===== src/sv/bkvs_ram.sv =====
// Generic single-write, single-read RAM with registered read data.
module bkvs_ram #(
	parameter int WIDTH = 16,
	parameter int DEPTH = 256,
	parameter int AW    = (DEPTH > 1) ? $clog2(DEPTH) : 1
) (
	input  logic             clk,
	input  logic             we,
	input  logic [AW-1:0]    waddr,
	input  logic [WIDTH-1:0] wdata,
	input  logic [AW-1:0]    raddr,
	output logic [WIDTH-1:0] rdata
);

	logic [WIDTH-1:0] mem [DEPTH];

	always_ff @(posedge clk) begin
		if (we)
			mem[waddr] <= wdata;
		rdata <= mem[raddr];
	end

endmodule


===== config.mk =====
export PLATFORM = sky130hd
export DESIGN_NAME = bkvs_ram
export DESIGN_NICKNAME = d
export VERILOG_FILES = /design/src/sv/bkvs_ram.sv
export SDC_FILE = /design/constraint.sdc
export NUM_CORES = 2
export LEC_CHECK = 0
export CAP_MARGIN = 40
export CORE_ASPECT_RATIO = 1.25
export CORE_MARGIN = 1
export CORE_UTILIZATION = 50
export DETAILED_ROUTE_END_ITERATION = 16
export DONT_BUFFER_PORTS = 1
export GPL_ROUTABILITY_DRIVEN = 0
export REMOVE_ABC_BUFFERS = 1
export SYNTH_ARGS = -nofsm -noshare
export SYNTH_HDL_FRONTEND = slang
export SYNTH_SLANG_ARGS = --single-unit

===== constraint.sdc =====
create_clock -name clk -period 4.5 [get_ports clk]
set_input_delay 0.225 -clock clk [delete_from_list [all_inputs] [get_ports clk]]
set_output_delay 0.225 -clock clk [all_outputs]
set_load 0.01 [all_outputs]

==> flow_metrics.py <==
metrics = {
    "outcome": {
        "status": "complete, but fails checks",
        "failed_checks": "hold timing, slew limit",
    },
    "timing": {
        "setup_violations": 0,
        "worst_slew_pin_slew_ps": 1880,
        "slew-limit-headroom": -0.251,
        "finClkSkew_ps": 44.4,
        "tns_ps": 0,
        "hold_viol_final": 3,
        "fmax_mhz": 239,
        "hold_slack_ps": -5.46,
        "fin_crit_ps": 4190,
        "post-route-period-util": 0.931,
        "slew_violations": 753,
        "layout_setup_ws_ps": 312,
        "rsz0062_at_grt": "false",
    },
    "drt": {
        "antenna_left": 0,
        "initialDrtViolationCount": 9131,
        "wl_per_cell_um": 34.3,
        "vias_per_cell": 6.34,
        "detail_route.first_pass.iterations": 5,
        "drt-total-wl_um": 428000,
        "drc": 0,
        "dr_total_vias": 79000,
    },
    "critical_path": {
        "critPathCaptureType": "flip-flop",
        "arrival_ps": 4980,
        "critPathSlowestCell": "buf_16",
        "critPathMaxStageDelay_ps": 580,
        "r2r_start": "mem[131][9]",
        "critPathLaunchType": "input pin",
        "required_ps": 5290,
        "crit_chain": "buf_16 -> buf_16 -> mux4_2 -> mux4_2 -> a22o_1 -> o32ai_1 -> buf_4 -> nor4_1 -> dlygate4sd3_1",
        "crit_path_start": "raddr[1]",
        "cp_max_fo": 194,
        "crit_type": "input pin to flip-flop",
    },
    "layout": {
        "fill_cells": 23100,
        "fin_util": 0.572,
        "final_cells": 12500,
        "synthToLayoutAreaGrowth_pct": 13.5,
        "seq_area_um2": 123000,
        "drive_gt1_frac": 0.262,
        "final_nets": 7983,
        "multiInputGateArea_um2": 33100,
        "final_area_um2": 180000,
    },
    "synth": {
        "ys.warnings.count": 0,
        "syn-cell-area_um2": 159000,
        "ys_seq_area_frac": 0.777,
        "synth.area.top_cells": "edfxtp_1, mux4_2, mux2i_1",
        "ys_types": 52,
        "syn_inst": 7360,
        "synth_edf_count": 4096,
        "ys_async_sr_fraction": 0,
        "ys_top_cells_by_count": "edfxtp_1, mux4_2, mux2i_1",
        "synth_largest_area_cell": "edfxtp_1",
        "yosysTopAreaCellShare": 0.775,
        "ys_seq_elements": 4112,
        "synth.most_common_cell": "edfxtp_1",
        "avgSynthCellArea_um2": 21.6,
        "synthFlopType": "edfxtp_1",
    },
    "clock_network": {
        "cts_root_buf": "clkbuf_16",
        "cts_sinks": 4112,
        "post_cts_buffers": 0,
        "clkLatencyLatePin_ps": 920,
        "clkTransAtPathRegs_ps": 60,
        "htreeDepth": 5,
        "cts_resized": 0,
        "cts_tree": "done",
        "cts.path.max_buffers": 4,
        "cts-buffers-inserted": 394,
    },
    "global_route": {
        "grt_pass1_wl_um": 602000,
        "grt_max_degree": 257,
        "overflow": 0,
        "grt_pass1_vias": 79400,
        "antenna_found_initial": 17,
        "track_usage": 0.267,
    },
    "floorplanning": {
        "core_area_um2": 315000,
        "die_area_um2": 320000,
        "start_util": 0.504,
        "die_h_um": 632,
        "io_pins": 50,
        "fp.dieW_um": 506,
        "placementRows": 230,
    },
    "place": {
        "preCtsSetupSlack_ps": -1440,
        "dp.cells": 11700,
        "dp_hpwl_um": 234000,
        "io_buffers": 0,
        "placed_area_um2": 167000,
    },
    "pwr": {
        "ir_drop_uv": 338,
        "sw_frac_of_total": 0.209,
        "seq_power_share": 0.538,
        "power.density_nw_per_um2": 437,
        "leakagePower_uw": 0.0574,
        "p_switching_uw": 16500,
        "combPwrFrac": 0.050,
        "p_int_uw": 62300,
        "power.clock.fraction": 0.413,
    },
    "run": {
        "cap_violations": 0,
    },
    "min_path": {
        "hold_start": "wdata[15]",
        "hp-class": "input pin to flip-flop",
    },
}
## area by class of cell
cell class | count | share of cell area
diodes | 17 | 0.000236
clock buffers | 498 | 0.0585
clock inverters | 210 | 0.0108
inverters | 4 | 0.000153
multi-input cells | 2792 | 0.184
flip-flops and latches | 4112 | 0.684
well taps | 4176 | 0.0290
repair buffers | 645 | 0.0334
## per-layer routing
metal	vias to the layer above	part of all wire	GRT usage
li1	32400	-	-
met4	2	0.053	0.122
met3	725	0.072	0.0431
met5	-	0.000030	0
met2	3221	0.50	0.445
met1	42600	0.38	0.345
## power groups by stage
stage	clock, µW	sequential, µW	combinational [µW]
floorplan	0	43100	1560
global placement	0	43100	3140
detailed placement	0	43100	3160
CTS	33000	42300	3930
global route	34500	42300	4100
finish	32500	42400	3920
## flip-flops by register name, indices dropped and copies added, names as in the netlist
signal and count:
rdata 16, mem 4096
## layout by cell type (no fill, tap or decap), types with 5 or more instances in the layout
cell type,instances
a31oi_1,6
o31ai_1,16
nand3_2,9
nand4_1,26
and3_1,11
bufinv_16,36
o221ai_1,252
clkinv_1,85
nor3_1,89
mux2_2,88
o32ai_1,20
buf_4,542
nand2_1,37
nor2_1,203
clkbuf_8,7
o22ai_1,148
a211oi_1,18
buf_12,20
clkbuf_16,406
dfxtp_1,16
dlygate4sd3_1,34
diode_2,17
a221oi_1,28
buf_16,35
clkbuf_1,87
nand3_1,26
nor2_2,100
a22o_1,32
edfxtp_1,4096
mux4_2,797
inv_6,9
a22oi_1,43
o21ai_0,37
nor2b_1,9
clkinvlp_4,5
a21oi_1,174
clkinv_2,70
nor4_1,17
mux2i_1,565
## stage by stage
| step | hold WS (ps) | total power [µW] |
|---|---|---|
| 2_1_floorplan | 324 | 44600 |
| 3_3_place_gp | 358 | 46300 |
| 3_5_place_dp | 352 | 46300 |
| 4_1_cts | 0.206 | 79300 |
| 5_1_grt | 16.2 | 80900 |
| 6_report | -5.46 | 78800 |
## path summary, 6_finish.rpt
check | slack, ps | to | cells past startpoint
worst min register to register | 1070 | rdata[6] | 6
worst min-delay path | -5 | mem[30][15] | 1
worst max-delay path | 310 | rdata[1] | 9
worst max register to register | 1430 | rdata[9] | 8
## critical path: cells and delay by family
family | cells | cell delay [ps]
compound gates | 2 | 660
buf+inv | 4 | 1800
mux | 2 | 930
simple gates | 1 | 80
## repair_timing
action	CTS	global route
hold endpoints to repair	4204	356
endpoints found under the setup margin	13	15
hold buffers	42	10
cloned	3	2
## cell families (layout without fill, tap and decap cells)
kind of cell	Yosys count	count (layout)	synth area share
flip-flops	4112	4112	0.777
multiplexers	1450	1450	0.155
AO/OA/AOI/OAI	786	786	0.0354
AND/OR/NAND/NOR	556	556	0.0157
buffers and inverters	456	1357	0.0169
other	0	17	0
Power figures use the tool's default switching activity.
